--- config.mk ---
export PLATFORM = sky130hd
export DESIGN_NAME = temp_triggered_motor_sequencer_unit_flat
export DESIGN_NICKNAME = d
export VERILOG_FILES = /design/src/hdl/ttms_pkg.sv /design/src/hdl/ttms_if.sv /design/src/hdl/ttms_cfg_regs.sv /design/src/hdl/ttms_seq_core.sv /design/src/hdl/ttms_time_split.sv /design/src/hdl/temp_triggered_motor_sequencer_unit.sv /design/src/flat_wrapper.sv
export VERILOG_INCLUDE_DIRS = /design/src /design/src/hdl
export SDC_FILE = /design/constraint.sdc
export NUM_CORES = 1
export LEC_CHECK = 0
export BUFFER_PORTS_ARGS = -buffer_cell sky130_fd_sc_hd__buf_2
export CAP_MARGIN = 10
export CELL_PAD_IN_SITES_DETAIL_PLACEMENT = 1
export CELL_PAD_IN_SITES_GLOBAL_PLACEMENT = 1
export CORE_ASPECT_RATIO = 0.8
export CORE_MARGIN = 4
export CORE_UTILIZATION = 56
export DETAILED_ROUTE_END_ITERATION = 12
export PLACE_DENSITY = 0.94
export SYNTH_ARGS = -nofsm -noshare
export SYNTH_HDL_FRONTEND = slang
export SYNTH_HIERARCHICAL = 1
export SYNTH_SLANG_ARGS = --single-unit
--- constraint.sdc ---
create_clock -name clk -period 17.65 [get_ports clk]
set_input_delay 2.6475 -clock clk [delete_from_list [all_inputs] [get_ports clk]]
set_output_delay 2.6475 -clock clk [all_outputs]
set_load 0.03 [all_outputs]
--- src/hdl/temp_triggered_motor_sequencer_unit_defines.svh ---
// assertion helpers for the sequencer top level
`ifndef TEMP_TRIGGERED_MOTOR_SEQUENCER_UNIT_DEFINES_SVH
`define TEMP_TRIGGERED_MOTOR_SEQUENCER_UNIT_DEFINES_SVH

// same-cycle implication, sampled on clk, off during reset
`define TTMS_ASSERT_NOW(lbl, ante, cons) \
	lbl: assert property (@(posedge clk) disable iff (!arst_n) (ante) |-> (cons)) \
		else $error("ttms check failed");

// next-cycle implication
`define TTMS_ASSERT_NEXT(lbl, ante, cons) \
	lbl: assert property (@(posedge clk) disable iff (!arst_n) (ante) |=> (cons)) \
		else $error("ttms check failed");

`endif

--- src/hdl/ttms_pkg.sv ---
`default_nettype none
package ttms_pkg;

	localparam int TEMP_W = 12;
	localparam int TICK_W = 21;
	localparam int PHASE_W = 3;
	localparam int TIME_W = 6;
	localparam int CFG_IDX_W = 2;

	localparam logic [PHASE_W-1:0] PH_IDLE = 3'd0;
	localparam logic [PHASE_W-1:0] PH_M2 = 3'd1;
	localparam logic [PHASE_W-1:0] PH_WAIT = 3'd2;
	localparam logic [PHASE_W-1:0] PH_M1 = 3'd3;
	localparam logic [PHASE_W-1:0] PH_COOL = 3'd4;

	localparam logic [CFG_IDX_W-1:0] CFG_START_LEVEL = 2'd0;
	localparam logic [CFG_IDX_W-1:0] CFG_MOTOR_RUN_TICKS = 2'd1;
	localparam logic [CFG_IDX_W-1:0] CFG_GAP_TICKS = 2'd2;
	localparam logic [CFG_IDX_W-1:0] CFG_COOLDOWN_TICKS = 2'd3;

	localparam logic signed [TEMP_W-1:0] TEMP_LOW_EXCL = -12'sd1600;
	localparam logic signed [TEMP_W-1:0] TEMP_HIGH_EXCL = 12'sd1600;

	localparam logic signed [TEMP_W-1:0] RST_START_LEVEL = 12'sd192;
	localparam logic [TICK_W-1:0] RST_MOTOR_RUN_TICKS = 21'd5000;
	localparam logic [TICK_W-1:0] RST_GAP_TICKS = 21'd2000;
	localparam logic [TICK_W-1:0] RST_COOLDOWN_TICKS = 21'd1200000;

	localparam int MS_PER_MIN = 60000;
	localparam int MS_PER_SEC = 1000;
	// floor(2^30 / 60000) and floor(2^20 / 1000): quotient low by at most one
	localparam int RECIP_MIN = 17895;
	localparam int RECIP_SEC = 1048;

	typedef struct packed {
		logic signed [TEMP_W-1:0] start_level;
		logic [TICK_W-1:0] motor_run_ticks;
		logic [TICK_W-1:0] gap_ticks;
		logic [TICK_W-1:0] cooldown_ticks;
	} cfg_t;

	typedef struct packed {
		logic motor_one_on;
		logic motor_two_on;
		logic [PHASE_W-1:0] phase_now;
		logic signed [TEMP_W-1:0] temp_latched;
		logic temp_known;
	} res_t;

	typedef struct packed {
		res_t res;
		logic [TICK_W-1:0] rem;
	} seq_rec_t;

endpackage
`default_nettype wire

--- src/hdl/ttms_if.sv ---
`default_nettype none
interface ttms_in_if import ttms_pkg::*; ();
	logic valid;
	logic ready;
	logic sample_present;
	logic signed [TEMP_W-1:0] temp_sample;
	modport source(output valid, output sample_present, output temp_sample, input ready);
	modport sink(input valid, input sample_present, input temp_sample, output ready);
endinterface

interface ttms_out_if import ttms_pkg::*; ();
	logic valid;
	logic ready;
	logic motor_one_on;
	logic motor_two_on;
	logic [PHASE_W-1:0] phase_now;
	logic signed [TEMP_W-1:0] temp_latched;
	logic temp_known;
	logic [TIME_W-1:0] minutes_left;
	logic [TIME_W-1:0] seconds_left;
	modport source(output valid, output motor_one_on, output motor_two_on, output phase_now,
		output temp_latched, output temp_known, output minutes_left, output seconds_left,
		input ready);
	modport sink(input valid, input motor_one_on, input motor_two_on, input phase_now,
		input temp_latched, input temp_known, input minutes_left, input seconds_left,
		output ready);
endinterface

interface ttms_cfg_if import ttms_pkg::*; ();
	logic valid;
	logic ready;
	logic [CFG_IDX_W-1:0] index;
	logic [TICK_W-1:0] data;
	modport source(output valid, output index, output data, input ready);
	modport sink(input valid, input index, input data, output ready);
endinterface
`default_nettype wire

--- src/hdl/ttms_cfg_regs.sv ---
`default_nettype none
module ttms_cfg_regs import ttms_pkg::*; (
	input wire logic clk,
	input wire logic arst_n,
	ttms_cfg_if.sink cfg_req,
	output cfg_t cfg
);

	cfg_t cfg_q;

	assign cfg_req.ready = 1'b1;
	assign cfg = cfg_q;

	always_ff @(posedge clk or negedge arst_n) begin
		if (!arst_n) begin
			cfg_q.start_level <= RST_START_LEVEL;
			cfg_q.motor_run_ticks <= RST_MOTOR_RUN_TICKS;
			cfg_q.gap_ticks <= RST_GAP_TICKS;
			cfg_q.cooldown_ticks <= RST_COOLDOWN_TICKS;
		end else if (cfg_req.valid) begin
			unique case (cfg_req.index)
				CFG_START_LEVEL: cfg_q.start_level <= cfg_req.data[TEMP_W-1:0];
				CFG_MOTOR_RUN_TICKS: cfg_q.motor_run_ticks <= cfg_req.data;
				CFG_GAP_TICKS: cfg_q.gap_ticks <= cfg_req.data;
				CFG_COOLDOWN_TICKS: cfg_q.cooldown_ticks <= cfg_req.data;
			endcase
		end
	end

endmodule
`default_nettype wire

--- src/hdl/ttms_seq_core.sv ---
`default_nettype none
module ttms_seq_core import ttms_pkg::*; #(
	parameter int TIMER_BITS = 21
) (
	input wire logic clk,
	input wire logic arst_n,
	ttms_in_if.sink in_req,
	input wire cfg_t cfg,
	output logic rec_valid,
	input wire logic rec_ready,
	output seq_rec_t rec
);

	localparam int CW = (TIMER_BITS > TICK_W) ? TIMER_BITS : TICK_W;
	localparam logic [TIMER_BITS-1:0] CNT_MAX = {TIMER_BITS{1'b1}};

	// input register
	logic v_s1;
	logic sp_s1;
	logic signed [TEMP_W-1:0] ts_s1;

	// sequencer state
	logic [PHASE_W-1:0] phase_q, phase_n, next_ph;
	logic [TIMER_BITS-1:0] elapsed_q, elapsed_n, elapsed_inc;
	logic signed [TEMP_W-1:0] temp_q, temp_n;
	logic known_q, known_n;
	logic timed;
	logic [TICK_W-1:0] limit, rem;
	logic [CW-1:0] inc_x, lim_x, el_x, cool_x;

	logic v_s2;
	seq_rec_t rec_s2;
	logic rdy_s2, step;

	assign rdy_s2 = !v_s2 || rec_ready;
	assign step = v_s1 && rdy_s2;
	assign in_req.ready = !v_s1 || rdy_s2;
	assign rec_valid = v_s2;
	assign rec = rec_s2;

	always_comb begin
		temp_n = temp_q;
		known_n = known_q;
		if (sp_s1 && (ts_s1 > TEMP_LOW_EXCL) && (ts_s1 < TEMP_HIGH_EXCL)) begin
			temp_n = ts_s1;
			known_n = 1'b1;
		end

		elapsed_inc = (elapsed_q == CNT_MAX) ? elapsed_q : elapsed_q + 1'b1;
		timed = 1'b1;
		unique case (phase_q)
			PH_M2: begin
				limit = cfg.motor_run_ticks;
				next_ph = PH_WAIT;
			end
			PH_WAIT: begin
				limit = cfg.gap_ticks;
				next_ph = PH_M1;
			end
			PH_M1: begin
				limit = cfg.motor_run_ticks;
				next_ph = PH_COOL;
			end
			PH_COOL: begin
				limit = cfg.cooldown_ticks;
				next_ph = PH_IDLE;
			end
			default: begin
				timed = 1'b0;
				limit = '0;
				next_ph = PH_IDLE;
			end
		endcase

		inc_x = CW'(elapsed_inc);
		lim_x = CW'(limit);
		phase_n = phase_q;
		elapsed_n = elapsed_q;
		if (timed) begin
			elapsed_n = elapsed_inc;
			if (inc_x >= lim_x) begin
				phase_n = next_ph;
				elapsed_n = '0;
			end
		end else begin
			phase_n = PH_IDLE;
			if (known_n && (temp_n > cfg.start_level)) begin
				phase_n = PH_M2;
				elapsed_n = '0;
			end
		end

		el_x = CW'(elapsed_n);
		cool_x = CW'(cfg.cooldown_ticks);
		rem = '0;
		if ((phase_n == PH_COOL) && (el_x < cool_x))
			rem = TICK_W'(cool_x - el_x);
	end

	always_ff @(posedge clk or negedge arst_n) begin
		if (!arst_n) begin
			v_s1 <= 1'b0;
			v_s2 <= 1'b0;
			phase_q <= PH_IDLE;
			elapsed_q <= '0;
			temp_q <= '0;
			known_q <= 1'b0;
		end else begin
			if (in_req.ready)
				v_s1 <= in_req.valid;
			if (rdy_s2)
				v_s2 <= v_s1;
			if (step) begin
				phase_q <= phase_n;
				elapsed_q <= elapsed_n;
				temp_q <= temp_n;
				known_q <= known_n;
			end
		end
	end

	always_ff @(posedge clk) begin
		if (in_req.valid && in_req.ready) begin
			sp_s1 <= in_req.sample_present;
			ts_s1 <= in_req.temp_sample;
		end
		if (step) begin
			rec_s2.res.motor_one_on <= (phase_n == PH_M1);
			rec_s2.res.motor_two_on <= (phase_n == PH_M2);
			rec_s2.res.phase_now <= phase_n;
			rec_s2.res.temp_latched <= temp_n;
			rec_s2.res.temp_known <= known_n;
			rec_s2.rem <= rem;
		end
	end

endmodule
`default_nettype wire

--- src/hdl/ttms_time_split.sv ---
`default_nettype none
module ttms_time_split import ttms_pkg::*; (
	input wire logic clk,
	input wire logic arst_n,
	input wire logic rec_valid,
	output logic rec_ready,
	input wire seq_rec_t rec,
	ttms_out_if.source out_res
);

	localparam int PM_W = 36;
	localparam int RM_W = 22;
	localparam int R_W = 16;
	localparam int PS_W = 26;

	logic v_s3, v_s4, v_s5, v_o;
	logic rdy_s3, rdy_s4, rdy_s5, rdy_o;

	res_t res_s3, res_s4, res_s5, res_o;
	logic [TICK_W-1:0] rem_s3;
	logic [TIME_W-1:0] q0_s3, min_s4, min_s5, min_o;
	logic [R_W-1:0] r_s4, r_s5;
	logic [TIME_W-1:0] s0_s5, sec_o;

	logic [PM_W-1:0] prod_min;
	logic [RM_W-1:0] prod_back, r_full;
	logic [TIME_W-1:0] min_c;
	logic [R_W-1:0] r_c;
	logic [PS_W-1:0] prod_sec;
	logic [R_W-1:0] prod_ms, rr;
	logic [TIME_W-1:0] sec_c;

	assign rdy_o = !v_o || out_res.ready;
	assign rdy_s5 = !v_s5 || rdy_o;
	assign rdy_s4 = !v_s4 || rdy_s5;
	assign rdy_s3 = !v_s3 || rdy_s4;
	assign rec_ready = rdy_s3;

	always_comb begin
		prod_min = PM_W'(rec.rem) * PM_W'(RECIP_MIN);

		prod_back = RM_W'(q0_s3) * RM_W'(MS_PER_MIN);
		r_full = RM_W'(rem_s3) - prod_back;
		if (r_full >= RM_W'(MS_PER_MIN)) begin
			min_c = q0_s3 + 1'b1;
			r_c = R_W'(r_full - RM_W'(MS_PER_MIN));
		end else begin
			min_c = q0_s3;
			r_c = R_W'(r_full);
		end

		prod_sec = PS_W'(r_s4) * PS_W'(RECIP_SEC);

		prod_ms = R_W'(s0_s5) * R_W'(MS_PER_SEC);
		rr = r_s5 - prod_ms;
		sec_c = (rr >= R_W'(MS_PER_SEC)) ? s0_s5 + 1'b1 : s0_s5;
	end

	always_ff @(posedge clk or negedge arst_n) begin
		if (!arst_n) begin
			v_s3 <= 1'b0;
			v_s4 <= 1'b0;
			v_s5 <= 1'b0;
			v_o <= 1'b0;
		end else begin
			if (rdy_s3)
				v_s3 <= rec_valid;
			if (rdy_s4)
				v_s4 <= v_s3;
			if (rdy_s5)
				v_s5 <= v_s4;
			if (rdy_o)
				v_o <= v_s5;
		end
	end

	always_ff @(posedge clk) begin
		if (rdy_s3 && rec_valid) begin
			res_s3 <= rec.res;
			rem_s3 <= rec.rem;
			q0_s3 <= prod_min[PM_W-1:PM_W-TIME_W];
		end
		if (rdy_s4 && v_s3) begin
			res_s4 <= res_s3;
			min_s4 <= min_c;
			r_s4 <= r_c;
		end
		if (rdy_s5 && v_s4) begin
			res_s5 <= res_s4;
			min_s5 <= min_s4;
			r_s5 <= r_s4;
			s0_s5 <= prod_sec[PS_W-1:PS_W-TIME_W];
		end
		if (rdy_o && v_s5) begin
			res_o <= res_s5;
			min_o <= min_s5;
			sec_o <= sec_c;
		end
	end

	assign out_res.valid = v_o;
	assign out_res.motor_one_on = res_o.motor_one_on;
	assign out_res.motor_two_on = res_o.motor_two_on;
	assign out_res.phase_now = res_o.phase_now;
	assign out_res.temp_latched = res_o.temp_latched;
	assign out_res.temp_known = res_o.temp_known;
	assign out_res.minutes_left = min_o;
	assign out_res.seconds_left = sec_o;

endmodule
`default_nettype wire

--- src/hdl/temp_triggered_motor_sequencer_unit.sv ---
// channel   modport  moves
// in_req    sink     one millisecond tick, optional temperature sample
// out_res   source   motor drives, phase, latched temperature, cooldown time left
// cfg_req   sink     register write, index and data, always ready
//
// One request per cycle sustained while out_res is ready; each result is registered
// through the six-register chain: input register, sequencer step,
// then four stages of constant reciprocal division for minutes and seconds.
// Asynchronous active-low reset clears sequencer state and all valid flags; data registers are not reset.
// A stalled result holds its stage; ready runs combinationally back to in_req,
// so empty stages keep filling and a full chain stops in the same cycle.
`default_nettype none
`include "temp_triggered_motor_sequencer_unit_defines.svh"
module temp_triggered_motor_sequencer_unit import ttms_pkg::*; #(
	parameter int TIMER_BITS = 21
) (
	input wire logic clk,
	input wire logic arst_n,
	ttms_in_if.sink in_req,
	ttms_out_if.source out_res,
	ttms_cfg_if.sink cfg_req
);

	cfg_t cfg;
	logic rec_valid;
	logic rec_ready;
	seq_rec_t rec;

	ttms_cfg_regs u_cfg (
		.clk(clk),
		.arst_n(arst_n),
		.cfg_req(cfg_req),
		.cfg(cfg)
	);

	ttms_seq_core #(
		.TIMER_BITS(TIMER_BITS)
	) u_core (
		.clk(clk),
		.arst_n(arst_n),
		.in_req(in_req),
		.cfg(cfg),
		.rec_valid(rec_valid),
		.rec_ready(rec_ready),
		.rec(rec)
	);

	ttms_time_split u_split (
		.clk(clk),
		.arst_n(arst_n),
		.rec_valid(rec_valid),
		.rec_ready(rec_ready),
		.rec(rec),
		.out_res(out_res)
	);

	`TTMS_ASSERT_NOW(a_motor_phase, out_res.valid, (out_res.motor_two_on == (out_res.phase_now == PH_M2)) && (out_res.motor_one_on == (out_res.phase_now == PH_M1)))
	`TTMS_ASSERT_NOW(a_time_idle, out_res.valid && (out_res.phase_now != PH_COOL), (out_res.minutes_left == '0) && (out_res.seconds_left == '0))
	`TTMS_ASSERT_NOW(a_sec_range, out_res.valid, out_res.seconds_left < 6'd60)
	`TTMS_ASSERT_NEXT(a_rec_hold, rec_valid && !rec_ready, rec_valid && $stable(rec))

endmodule
`default_nettype wire
--- src/flat_wrapper.sv ---
// flat-port wrapper written by rule: the top's interface ports become plain ports
module temp_triggered_motor_sequencer_unit_flat import ttms_pkg::*;
#(
	parameter int TIMER_BITS = 21
)
  (clk, arst_n, in_req_valid, in_req_sample_present, in_req_temp_sample, in_req_ready, out_res_valid, out_res_motor_one_on, out_res_motor_two_on, out_res_phase_now, out_res_temp_latched, out_res_temp_known, out_res_minutes_left, out_res_seconds_left, out_res_ready, cfg_req_valid, cfg_req_index, cfg_req_data, cfg_req_ready);
  ttms_in_if in_req_i ();
  ttms_out_if out_res_i ();
  ttms_cfg_if cfg_req_i ();
  input wire logic clk;
  input wire logic arst_n;
  input wire logic [$bits(in_req_i.valid)-1:0] in_req_valid;
  input wire logic [$bits(in_req_i.sample_present)-1:0] in_req_sample_present;
  input wire logic [$bits(in_req_i.temp_sample)-1:0] in_req_temp_sample;
  output wire logic [$bits(in_req_i.ready)-1:0] in_req_ready;
  output wire logic [$bits(out_res_i.valid)-1:0] out_res_valid;
  output wire logic [$bits(out_res_i.motor_one_on)-1:0] out_res_motor_one_on;
  output wire logic [$bits(out_res_i.motor_two_on)-1:0] out_res_motor_two_on;
  output wire logic [$bits(out_res_i.phase_now)-1:0] out_res_phase_now;
  output wire logic [$bits(out_res_i.temp_latched)-1:0] out_res_temp_latched;
  output wire logic [$bits(out_res_i.temp_known)-1:0] out_res_temp_known;
  output wire logic [$bits(out_res_i.minutes_left)-1:0] out_res_minutes_left;
  output wire logic [$bits(out_res_i.seconds_left)-1:0] out_res_seconds_left;
  input wire logic [$bits(out_res_i.ready)-1:0] out_res_ready;
  input wire logic [$bits(cfg_req_i.valid)-1:0] cfg_req_valid;
  input wire logic [$bits(cfg_req_i.index)-1:0] cfg_req_index;
  input wire logic [$bits(cfg_req_i.data)-1:0] cfg_req_data;
  output wire logic [$bits(cfg_req_i.ready)-1:0] cfg_req_ready;
  assign in_req_i.valid = in_req_valid;
  assign in_req_i.sample_present = in_req_sample_present;
  assign in_req_i.temp_sample = in_req_temp_sample;
  assign in_req_ready = in_req_i.ready;
  assign out_res_valid = out_res_i.valid;
  assign out_res_motor_one_on = out_res_i.motor_one_on;
  assign out_res_motor_two_on = out_res_i.motor_two_on;
  assign out_res_phase_now = out_res_i.phase_now;
  assign out_res_temp_latched = out_res_i.temp_latched;
  assign out_res_temp_known = out_res_i.temp_known;
  assign out_res_minutes_left = out_res_i.minutes_left;
  assign out_res_seconds_left = out_res_i.seconds_left;
  assign out_res_i.ready = out_res_ready;
  assign cfg_req_i.valid = cfg_req_valid;
  assign cfg_req_i.index = cfg_req_index;
  assign cfg_req_i.data = cfg_req_data;
  assign cfg_req_ready = cfg_req_i.ready;
  temp_triggered_motor_sequencer_unit #(.TIMER_BITS(TIMER_BITS)) u_core (.clk(clk), .arst_n(arst_n), .in_req(in_req_i), .out_res(out_res_i), .cfg_req(cfg_req_i));
endmodule
* Word-level counts from Yosys, hierarchy flattened
Index checks and enable logic that the tools add are counted.
** Cells by class
- Order comparisons :: 7
- Muxes and demuxes :: 15
- Equal/unequal tests :: 11
- Reduce and logical (&&, ||, !) cells :: 29
- Multipliers :: 4
- Add/sub/neg operators :: 7
** Operator list (count)
- 2-to-1 mux 21 bit :: 4
- one-hot mux 21 bit (3 select lines) :: 1
- multiplier 21 x 15 -> 36 bit (second input constant) :: 1
- multiplier 16 x 8 -> 23 bit (second input constant) :: 1
- >= comparator 22 x 16 -> 1 bit (second input constant) :: 1
- subtractor 21 x 22 -> 22 bit :: 1
- adder 21 x 1 -> 21 bit (second input constant) :: 1
- equality test 21 bit (second input constant) :: 1
- >= comparator 21 bit :: 1
- less-than comparator 21 bit :: 1
- subtractor 21 bit :: 1
- multiplier 6 x 11 -> 17 bit (second input constant) :: 1
- >= comparator 16 x 10 -> 1 bit (second input constant) :: 1
- 2-to-1 mux 16 bit :: 1
- subtractor 16 bit :: 1
- subtractor 16 bit (second input constant) :: 1
- multiplier 6 x 7 -> 13 bit (second input constant) :: 1
- adder 6 x 1 -> 6 bit (second input constant) :: 2
- greater-than comparator 12 bit :: 1
- greater-than comparator 12 bit (second input constant) :: 1
- less-than comparator 12 bit (second input constant) :: 1
- 2-to-1 mux 12 bit :: 1
- 2-to-1 mux 6 bit :: 2
- logical AND 1 bit :: 10
- 14 further kinds :: 35
** Storage, ports and cells
- Register bits :: 331
- Output and inout port bits :: 33
- Input bits :: 41
- Logic and storage cells :: 124

* Depth between registers and ports, before layout
Gate-level depths: netlist of the first run.
- Depth in word-level cells :: 10
- Mapped depth :: 28
- Mapped depth without buffers :: 26

* Modules after synthesis
The synthesis of the first run kept the hierarchy.
** By module, submodules not included
- ttms_time_split :: cells each 1317, area each 15118.2 sq um, instances 1, sequential area each 4844.6 sq um
- ttms_seq_core :: cells each 658, area each 6518.8 sq um, instances 1, sequential area each 2537.4 sq um
- ttms_cfg_regs :: cells each 163, area each 2829.0 sq um, instances 1, sequential area each 1903.1 sq um

* Worst setup path after synthesis of the first run
Ideal clock, no wire load.
- Path type :: input -> output
- From :: input out_res_ready
- To :: output in_req_ready
- Data arrival time :: 3.395 ns
- Cell stages on the path :: 3
- Required time :: 15.002 ns
- Buffers on the path :: 0
- Slack :: 11.608 ns
- Cell sequence :: nor2b_1 > nand4_1 > nand3b_1
** Between the ends
- Word-level cells in the longest chain between the ends :: 6
** RTL lines
- start, declared :: RTL line flat_wrapper.sv:24 : input wire logic [$bits(out_res_i.ready)-1:0] out_res_ready;
- logical OR 1 bit :: RTL line ttms_time_split.sv:33 : assign rdy_o = !v_o || out_res.ready;
- logical OR 1 bit :: RTL line ttms_time_split.sv:34 : assign rdy_s5 = !v_s5 || rdy_o;
- logical OR 1 bit :: RTL line ttms_time_split.sv:35 : assign rdy_s4 = !v_s4 || rdy_s5;
- logical OR 1 bit :: RTL line ttms_time_split.sv:36 : assign rdy_s3 = !v_s3 || rdy_s4;
- via u_core.rec_ready :: RTL line temp_triggered_motor_sequencer_unit.sv:26 : logic rec_ready;
- logical OR 1 bit :: RTL line ttms_seq_core.sv:35 : assign rdy_s2 = !v_s2 || rec_ready;
- logical OR 1 bit :: RTL line ttms_seq_core.sv:37 : assign in_req.ready = !v_s1 || rdy_s2;
- end, declared :: RTL line flat_wrapper.sv:15 : output wire logic [$bits(in_req_i.ready)-1:0] in_req_ready;
The timed path passes the listed nets, and every way through them passes these cells.

* Worst setup path in the final report of the first run
- From :: register u_core.u_core.ts_s1[0]
- To :: register u_core.u_core.rec_s2 (netlist bit u_core/u_core/rec[3]), data pin
** Between the ends
- Word-level cells in the longest chain between the ends :: 10
- Elaborated cells between the ends (all ways) :: 16
- Classes of those cells :: add/sub: 1; order compare: 4; eq/ne: 1; mux: 6; reduce/logical: 4
** RTL lines
- start, declared :: RTL line ttms_seq_core.sv:20 : logic signed [TEMP_W-1:0] ts_s1;
- start signal, assigned :: RTL line ttms_seq_core.sv:125 : ts_s1 <= in_req.temp_sample;
- greater-than comparator 12 bit :: RTL line ttms_seq_core.sv:44 : if (sp_s1 && (ts_s1 > TEMP_LOW_EXCL) && (ts_s1 < TEMP_HIGH_EXCL)) begin
- logical AND 1 bit :: RTL line ttms_seq_core.sv:44
- logical AND 1 bit * :: RTL line ttms_seq_core.sv:44
- 2-to-1 mux 12 bit * :: RTL line ttms_seq_core.sv:44
- via u_core.u_core.temp_n[1] :: RTL line ttms_seq_core.sv:25 : logic signed [TEMP_W-1:0] temp_q, temp_n;
- greater-than comparator 12 bit * :: RTL line ttms_seq_core.sv:87 : if (known_n && (temp_n > cfg.start_level)) begin
- logical AND 1 bit * :: RTL line ttms_seq_core.sv:87
- 2-to-1 mux 21 bit * :: RTL line ttms_seq_core.sv:87
- 2-to-1 mux 21 bit * :: RTL line ttms_seq_core.sv:79 : if (timed) begin
- via u_core.u_core.el_x[0] :: RTL line ttms_seq_core.sv:29 : logic [CW-1:0] inc_x, lim_x, el_x, cool_x;
- less-than comparator 21 bit :: RTL line ttms_seq_core.sv:96 : if ((phase_n == PH_COOL) && (el_x < cool_x))
- logical AND 1 bit :: RTL line ttms_seq_core.sv:96
- end, declared :: RTL line ttms_seq_core.sv:32 : seq_rec_t rec_s2;
Mark *: on every way through the listed nets, which the timed path passes. The rest lies on a longest branch.
A chain may end at the register's enable or synchronous reset.

==> results.toml, run 1 <==
[outcome]
outcome = "finished, final reports clean"

[placement]
dp_hpwl_um = 58800
place_area_um2 = 25300
finalWeightedCongestion = 0.916
numPortBuffers = 72
dpl_worst_slack_ns = 10.25

[final_layout]
final_common_cell = "ha_1"
design_area_um2 = 26600
syn_to_final_growth_pct = 8.75
multi_input_area_um2 = 13700
nFillCells = 4366
regArea_um2 = 9290
drive_gt1_frac = 0.141
mostFrequentLayoutCells = "325 x ha_1, 324 x inv_1, 210 x edfxtp_1"
fin_nets = 2711

[floorplan]
dieArea_um2 = 47100
top_level_ports = 74
die_h_um = 195
initial_core_util = 0.567
die-width_um = 242
rows = 68
core_area_um2 = 43100

[run]
maxCapViolations = 0

[sta]
tightest_slew_ns = 1.35
setup_slack_ns = 9.10
min_period_ns = 8.55
timing.fmax_mhz = 117
setup_violations = 0
finalCritPeriodShare = 0.484
rsz0062_at_grt = "false"
skew_ns = 0.0210
hold_viol = 0
slew_headroom = 0.0961
finalSetupTns_ns = 0
slew_violations = 0

[logic_synthesis]
yosys_most_used_dff = "edfxtp_1"
synth_cells = 2138
yosysWarningCount = 6
synth.distinct_cells = 101
ys_async_sr_fraction = 0.360
syn-num-nets = 2642
synth_seq_cells = 328
synth_edf_count = 210
syn_area_per_cell_um2 = 11.4
ys_seq_area_frac = 0.380
syn_area_um2 = 24500

[routing]
totalWireLength_um = 90400
postRouteAntennaNets = 0
drt_iter0_drc = 2030
vias = 19500
viasPerCell = 6.99
drc = 0
wl_per_cell_um = 32.3
drtPass1Iterations = 5

[clocking]
clock_sinks = 328
cts_buffers = 35
cts_setup_buffers = 0
cts_tree = "yes"
cts_buffer_depth = 3
ctsHoldBuffers = 0
clkLatencyLatePin_ns = 0.55
ctsHtreeMaxLevel = 2
clk_pin_slew_ns = 0.07
ctsResizeCount = 0
cts-root-buf = "clkbuf_16"

[global_routing]
grt-ovfl-total = 0
antenna_found_initial = 1
grt_pass1_wl_um = 136000
grt_use_total = 0.377
grt_pass1_vias = 21700
grt_max_degree = 85

[worst_setup_path]
r2r_setup_slack_ns = 9.10
worstSetupEndpoint = "u_core/u_core/rec[3]"
crit_type = "register to register"
cp_data_required_time_ns = 17.86
cp-start-kind = "register"
cp_max_fo = 25
reg2regPathDepth = 23
r2r_end = "u_core/u_core/rec[3]"
rr_startpoint = "u_core/u_core/ts_s1[0]"
critPathArrivalTime_ns = 8.76
critical_path.startpoint = "u_core/u_core/ts_s1[0]"
cp-end-kind = "register"

[min_path]
hold_class = "register to register"
[sequential cells by signal, summed over array words and instances, names as in the netlist, 12 cells and up]
name and cells:
u_core/u_core/ts_s1 12, u_core/u_core/temp_q 12, u_core/u_split/out_res.temp_latched 12, u_core/u_split/res_s3 18, u_core/u_split/r_s5 13, u_core/u_cfg/cfg 75, u_core/u_core/rec 39, u_core/u_core/elapsed_q 21
u_core/u_split/res_s5 18, u_core/u_split/res_s4 18, u_core/u_split/rem_s3 21, u_core/u_split/r_s4 16
[worst min-delay path by stage]
| stage | start | endpoint | slack [ns] | cells after the start |
|---|---|---|---|---|
| 4_1_cts | u_core/u_split/res_s5[6] | u_core/u_split/out_res.temp_latched[5] | 0.42 | 0 |
| 3_5_place_dp | u_core/u_split/res_s5[16] | u_core/u_split/out_res.motor_two_on | 0.41 | 0 |
| 3_3_place_gp | u_core/u_split/min_s5[4] | u_core/u_split/out_res.minutes_left[4] | 0.40 | 0 |
| 5_1_grt | u_core/u_split/res_s4[0] | u_core/u_split/res_s5[0] | 0.43 | 0 |
| 6_report | u_core/u_split/res_s5[6] | u_core/u_split/out_res.temp_latched[5] | 0.41 | 0 |
| 2_1_floorplan | u_core/u_split/min_s4[0] | u_core/u_split/min_s5[0] | 0.40 | 0 |
[per-stage QoR]
step,hold slack [ns],utilization,instances
after floorplan,0.400,-,2138
after global placement,0.401,0.588,2728
after detailed placement,0.406,0.588,2728
after CTS,0.417,0.616,2792
after global routing,0.428,0.617,2794
final,0.412,0.617,2795
[synth_stat cells, types with 25 or more instances]
cell        n  area, µm²
a21oi_1   115        576
ha_1      325       4070
nand2_1    61        229
o21ai_0    57        285
inv_1     324       1220
a22oi_1    36        270
xor2_1     33        289
fa_1      138       2760
nor2_1     98        368
dfrtp_1    97       2430
a21o_1     43        323
nand3_1    25        125
edfxtp_1  210       6310
nor3_1     32        160
mux2_2     97       1090
xnor2_1    57        499
[area by class of cell]
| type | count | share of cell area |
|---|---|---|
| diodes | 1 | 0.0000941 |
| clock buffers | 41 | 0.0365 |
| clock inverters | 23 | 0.00898 |
| inverters | 324 | 0.0457 |
| multi-input cells | 1436 | 0.516 |
| flip-flops and latches | 328 | 0.349 |
| well taps | 560 | 0.0263 |
| repair buffers | 82 | 0.0175 |
[metal layers]
metal,part of all wire,GRT usage
met1,0.34,0.416
met4,0.091,0.266
met3,0.078,0.0716
met5,0,0
met2,0.49,0.658
[worst max-delay path, cell delays in order (launching register included)]
cell	delay, ns
edfxtp_1	0.47
nor4_1	0.48
a21oi_1	0.22
o41ai_4	0.36
a41o_2	0.42
mux2_2	0.44
ha_1	0.32
nor2b_1	0.15
o21ai_0	0.23
a21oi_1	0.16
a211oi_1	0.41
o211ai_1	0.25
a31oi_4	0.82
o21ai_0	0.37
o31ai_1	0.22
ha_1	0.31
nand3b_1	0.26
a2111oi_2	0.12
o31ai_2	0.38
a21o_1	0.27
o31ai_4	0.09
o31a_4	0.31
o311ai_4	0.86
nor2_1	0.28
[cells by family after synthesis]
family,Yosys count,share of synthesized area
other,1,0.000153
DFF,328,0.380
xor gates and xnor gates,91,0.0331
adders and majority gates,463,0.279
muxes,106,0.0488
AOI/OAI and AO/OA,419,0.122
and+or+nand+nor,356,0.0771
buffers and inverters,374,0.0598
Power of run 1 is not shown: default switching activity piles up to over one toggle a cycle in this logic, so the estimate is an artifact.
==> run 2, diff against run 1 <==
- ABC_AREA: not set -> 1
- CORE_UTILIZATION: 56 -> 50
- PLACE_DENSITY: 0.94 -> 0.89
- clock period: 17.65 -> 8.5 ns (I/O delays scaled with it)
==> results.toml, run 2 <==
[floorplan]
dieArea_um2 = 57000
die-width_um = 266
top_level_ports = 74
rows = 75
die_h_um = 214
initial_core_util = 0.506
core_area_um2 = 52600

[clocking]
cts_buffers = 36
ctsHtreeMaxLevel = 2
cts_setup_buffers = 0
cts_buffer_depth = 3
clk_pin_slew_ns = 0.07
ctsResizeCount = 0
cts-root-buf = "clkbuf_16"
clkLatencyLatePin_ns = 0.55
cts_tree = "yes"
clock_sinks = 328
ctsHoldBuffers = 0

[final_layout]
fin_cells = 3812
fin_nets = 3596
num_antenna_cells = 0
syn_to_final_growth_pct = 7.84
final_common_cell = "nand2_1"
largest_reg_flops = 75
nFillCells = 6177
drive_gt1_frac = 0.0805
final_util = 0.546
mostFrequentLayoutCells = "794 x nand2_1, 526 x inv_1, 325 x ha_1"

[worst_setup_path]
critPathArrivalTime_ns = 7.03
cp_max_fo = 24
cp_data_required_time_ns = 8.75
cp-start-kind = "register"
crit_top_cell = "nand2_1"
slowest_delay_ns = 0.79
cp-end-kind = "register"
cp_slowest_cell = "o21ai_0"
crit_type = "register to register"

[sta]
slew_violations = 0
finalSetupTns_ns = 0
tightest_slew_ns = 1.09
slew_headroom = 0.270
finalCritPeriodShare = 0.797
min_period_ns = 6.77
hold_viol = 0
rsz0062_at_grt = "false"
timing.fmax_mhz = 148
setup_violations = 0
skew_ns = 0.0199

[routing]
vias = 22100
drt_iter0_drc = 1709
postRouteAntennaNets = 0
drc = 0
totalWireLength_um = 86600
wl_per_cell_um = 22.7
drtPass1Iterations = 5
viasPerCell = 5.79

[logic_synthesis]
synth.most_common_cell = "nand2_1"
yosys_most_used_dff = "edfxtp_1"
yosysWarningCount = 6
synth_area_leader_cell = "edfxtp_1"
syn_area_per_cell_um2 = 8.77
synthAdderAreaFrac = 0.257
synth.distinct_cells = 54
synth_top_family_by_area = "adder cells"
synth.top_cells.by_count = "794 x nand2_1, 527 x inv_1, 325 x ha_1, 210 x edfxtp_1, 140 x nor2_1"
synth_compound_area_frac = 0.0571
synth_edf_count = 210
syn-num-nets = 3537
synth.top_cell.area_share = 0.237
synth-simple-area-share = 0.218
syn_area_um2 = 26600
synth_xor_area_frac = 0.0282
synth_cells = 3033
ys_async_sr_fraction = 0.360
synth_seq_cells = 328
synth_area_leaders = "edfxtp_1 24%, ha_1 15%, nand2_1 11%, fa_1 10%, dfrtp_1 9.1%"
ys_seq_area_frac = 0.349
synth.area.mux_share = 0

[outcome]
outcome = "finished, final reports clean"

[global_routing]
grt-ovfl-total = 0
grt_max_degree = 80
grt_pass1_wl_um = 136000
grt_pass1_vias = 24200
grt_use_total = 0.300
antenna_found_initial = 2

[min_path]
hold_class = "register to register"

[placement]
finalWeightedCongestion = 0.969
numPortBuffers = 72
dp.cells = 3746
dp_hpwl_um = 64600

[run]
maxCapViolations = 0
## run 2: cell types whose count changed after synthesis, sizes merged, moves of 32 or more
cell | previous run | this run
a21o | 43 | 8
nand2 | 61 | 828
nor2 | 101 | 169
mux2 | 97 | 0
xnor2 | 57 | 25
nand4 | 21 | 105
nand3 | 26 | 145
a22oi | 36 | 0
inv | 324 | 539
## run 2: area by class of cell
type	count	area (µm²)	area share
flip-flops and latches	328	9290	0.324
repair buffers	81	450	0.0157
clock inverters	15	144	0.00501
multi-input cells	2105	14900	0.520
well taps	693	867	0.0302
clock buffers	50	998	0.0348
inverters	540	2030	0.0706
## run 2: path summary, 6_finish.rpt
kind                                          start                                     end  slack, ns  cells past startpoint
setup / recovery             u_core/u_core/ts_s1[7]                   u_core/u_core/rec[13]       1.73                     28
hold / removal             u_core/u_split/res_s5[5]  u_core/u_split/out_res.temp_latched[4]       0.42                      0
setup reg to reg             u_core/u_core/ts_s1[7]                   u_core/u_core/rec[13]       1.73                     28
hold reg to reg            u_core/u_split/res_s5[5]  u_core/u_split/out_res.temp_latched[4]       0.42                      0
max in group asynchronous                    arst_n                    u_core/u_cfg/cfg[39]       6.36                      2
min in group asynchronous                    arst_n            u_core/u_split/out_res.valid       0.75                      1
## run 2: cells by family after synthesis
family,count (synthesis)
other,1
DFF,328
adders and majority gates,463
xor gates and xnor gates,84
and+or+nand+nor,1290
AOI/OAI and AO/OA,267
buffers and inverters,600
## run 2: through the flow
| step | cell area [µm²] | hold slack, ns | worst slack, ns |
|---|---|---|---|
| global placement | 27500 | 0.400 | 2.20 |
| finish | 28700 | 0.417 | 1.73 |
| floorplan | 26600 | 0.400 | 3.51 |
| global route | 28700 | 0.426 | 1.21 |
| detailed placement | 27500 | 0.405 | 1.90 |
| CTS | 28700 | 0.421 | 1.82 |
## run 2: worst max-delay path, delay by kind of cell (launching register included)
kind / cells / cell delay [ns]
and+or+nand+nor: 22 / 4.25
AOI/OAI and AO/OA: 1 / 0.79
adders and majority gates: 2 / 0.77
DFF: 1 / 0.42
buffers and inverters: 3 / 0.23
## run 2: layer usage
layer | track usage | wire length (µm) | vias to the layer above
li1 | - | - | 9942
met1 | 0.389 | 35600 | 11100
met2 | 0.516 | 42600 | 800
met3 | 0.0508 | 5300 | 233
met4 | 0.0905 | 3020 | 4
met5 | 0 | 62 | -
Power of run 2 is left out for the same reason.
==> run 3, diff against run 2 <==
- ABC_AREA: 1 -> 0
- CORE_UTILIZATION: 50 -> 47
- PLACE_DENSITY: 0.89 -> 0.85
- clock period: 8.5 -> 5.65 ns (I/O delays scaled with it)
==> results.toml, run 3 (synthesized netlist as in run 1, its figures left out) <==
[outcome]
outcome = "complete, but fails checks"
violations = "negative setup slack"

[clocking]
cts-root-buf = "clkbuf_16"
clock_sinks = 328
cts_buffer_depth = 3
clk_pin_slew_ns = 0.09
ctsHoldBuffers = 0
ctsHtreeMaxLevel = 2
cts_tree = "yes"
cts_buffers = 36
clkLatencyLatePin_ns = 0.61

[final_layout]
fin_nets = 3061
largest_reg_flops = 75
final_common_cell = "buf_4"
nFillCells = 5150
regArea_um2 = 9290
syn_to_final_growth_pct = 28.5
multi_input_area_um2 = 15500
final_util = 0.613
drive_gt1_frac = 0.356
mostFrequentLayoutCells = "317 x buf_4, 294 x inv_1, 272 x ha_1"

[global_routing]
grt_use_total = 0.384
antenna_found_initial = 15
grt_pass1_wl_um = 160000
grt_pass1_vias = 24100
grt_max_degree = 72
grt-ovfl-total = 0

[sta]
setup_slack_ns = -1.95
setup_violations = 48
timing.fmax_mhz = 132
finalSetupTns_ns = -49.52
finalCritPeriodShare = 1.35
rsz0062_at_grt = "true"
tightest_slew_ns = 1.29
hold_viol = 0
slew_violations = 0
min_period_ns = 7.60
slew_headroom = 0.137
skew_ns = 0.0451

[routing]
drc = 0
viasPerCell = 7.08
met1Wirelength_um = 39700
met3_length_um = 16000
wl_per_cell_um = 39.5
postRouteAntennaNets = 0
totalWireLength_um = 129000
wl_met2_um = 56500
routed.top_layer = "met5"
vias = 23200
drt_iter0_drc = 3528
drtPass1Iterations = 7

[floorplan]
core_area_um2 = 51300
rows = 74
die-width_um = 263
initial_core_util = 0.477
die_h_um = 212
dieArea_um2 = 55800
top_level_ports = 74

[worst_setup_path]
critical_path.startpoint = "u_core/u_core/elapsed_q[10]"
cp_max_fo = 6
crit_type = "register to register"
slowest_delay_ns = 0.66
cp-end-kind = "register"
crit_top_cell = "buf_4"
cp-start-kind = "register"
cp_slowest_cell = "nor3_2"
critPathArrivalTime_ns = 7.95
cp_data_required_time_ns = 6.00
rr_startpoint = "u_core/u_core/elapsed_q[10]"

[placement]
numPortBuffers = 72
dp_hpwl_um = 57500
finalWeightedCongestion = 0.909

[min_path]
hold_class = "input pin to asynchronous set/reset pin"

[run]
maxCapViolations = 0
## run 3: cell count changes in the layout (fill, tap and decap cells not counted), sizes merged, moves of 68 or more
cell,before,now
nand2,828,61
buf,81,430
inv,542,327
nand3,145,26
mux2,0,97
nand4,105,21
nor2,169,101
## run 3: what timing repair did
| action | 4_1_cts | 5_1_grt |
|---|---|---|
| gates resized for setup | 189 | 208 |
| cloned | 3 | 0 |
| pin swaps | 93 | 156 |
| setup endpoints to repair | 45 | 50 |
| buffers inserted | 70 | 64 |
| endpoints found under the hold margin | 0 | 0 |
## run 3: area by class of cell
cell class	instances	share of cell area
diodes	10	0.000796
clock buffers	54	0.0334
clock inverters	12	0.00569
inverters	324	0.0390
multi-input cells	1437	0.494
flip-flops and latches	328	0.295
well taps	684	0.0272
repair buffers	430	0.104
## run 3: worst paths after layout
| check | endpoint | slack [ns] | cells past startpoint |
|---|---|---|---|
| min reg2reg | u_core/u_split/res_s4[9] | 0.42 | 0 |
| max reg2reg | u_core/u_core/rec[9] | -1.95 | 29 |
| min in group clk | u_core/u_split/res_s4[9] | 0.42 | 0 |
| max | u_core/u_core/rec[9] | -1.95 | 29 |
| min | u_core/u_core/elapsed_q[20] | 0.42 | 1 |
| max in group asynchronous | u_core/u_core/elapsed_q[0] | 3.86 | 2 |
## run 3: routing by layer
layer / vias to the layer above / track usage
li1: 8428 / -
met1: 11200 / 0.403
met2: 2347 / 0.640
met3: 1234 / 0.110
met4: 6 / 0.331
met5: - / 0.000845
## run 3: stage by stage
step                cell area, µm²  worst slack [ns]  hold WS (ns)  std cells
finish                       31400             -1.95         0.419       3279
CTS                          30000            -0.167         0.419       3211
global route                 31400             -1.95         0.431       3273
detailed placement           27200            -0.575         0.406       3072
floorplan                    24500            0.0260         0.400       2138
global placement             27200            -0.118         0.402       3072
## run 3: worst max-delay path: cells and delay by family (launching register included)
family,cells,cell delay (ns)
adder cells (fa/ha/maj),2,0.65
AND/OR/NAND/NOR,6,1.75
AO/OA/AOI/OAI,13,2.80
buffers and inverters,7,1.29
flip-flops,1,0.46
XOR/XNOR,1,0.37
Power of run 3 is left out for the same reason.
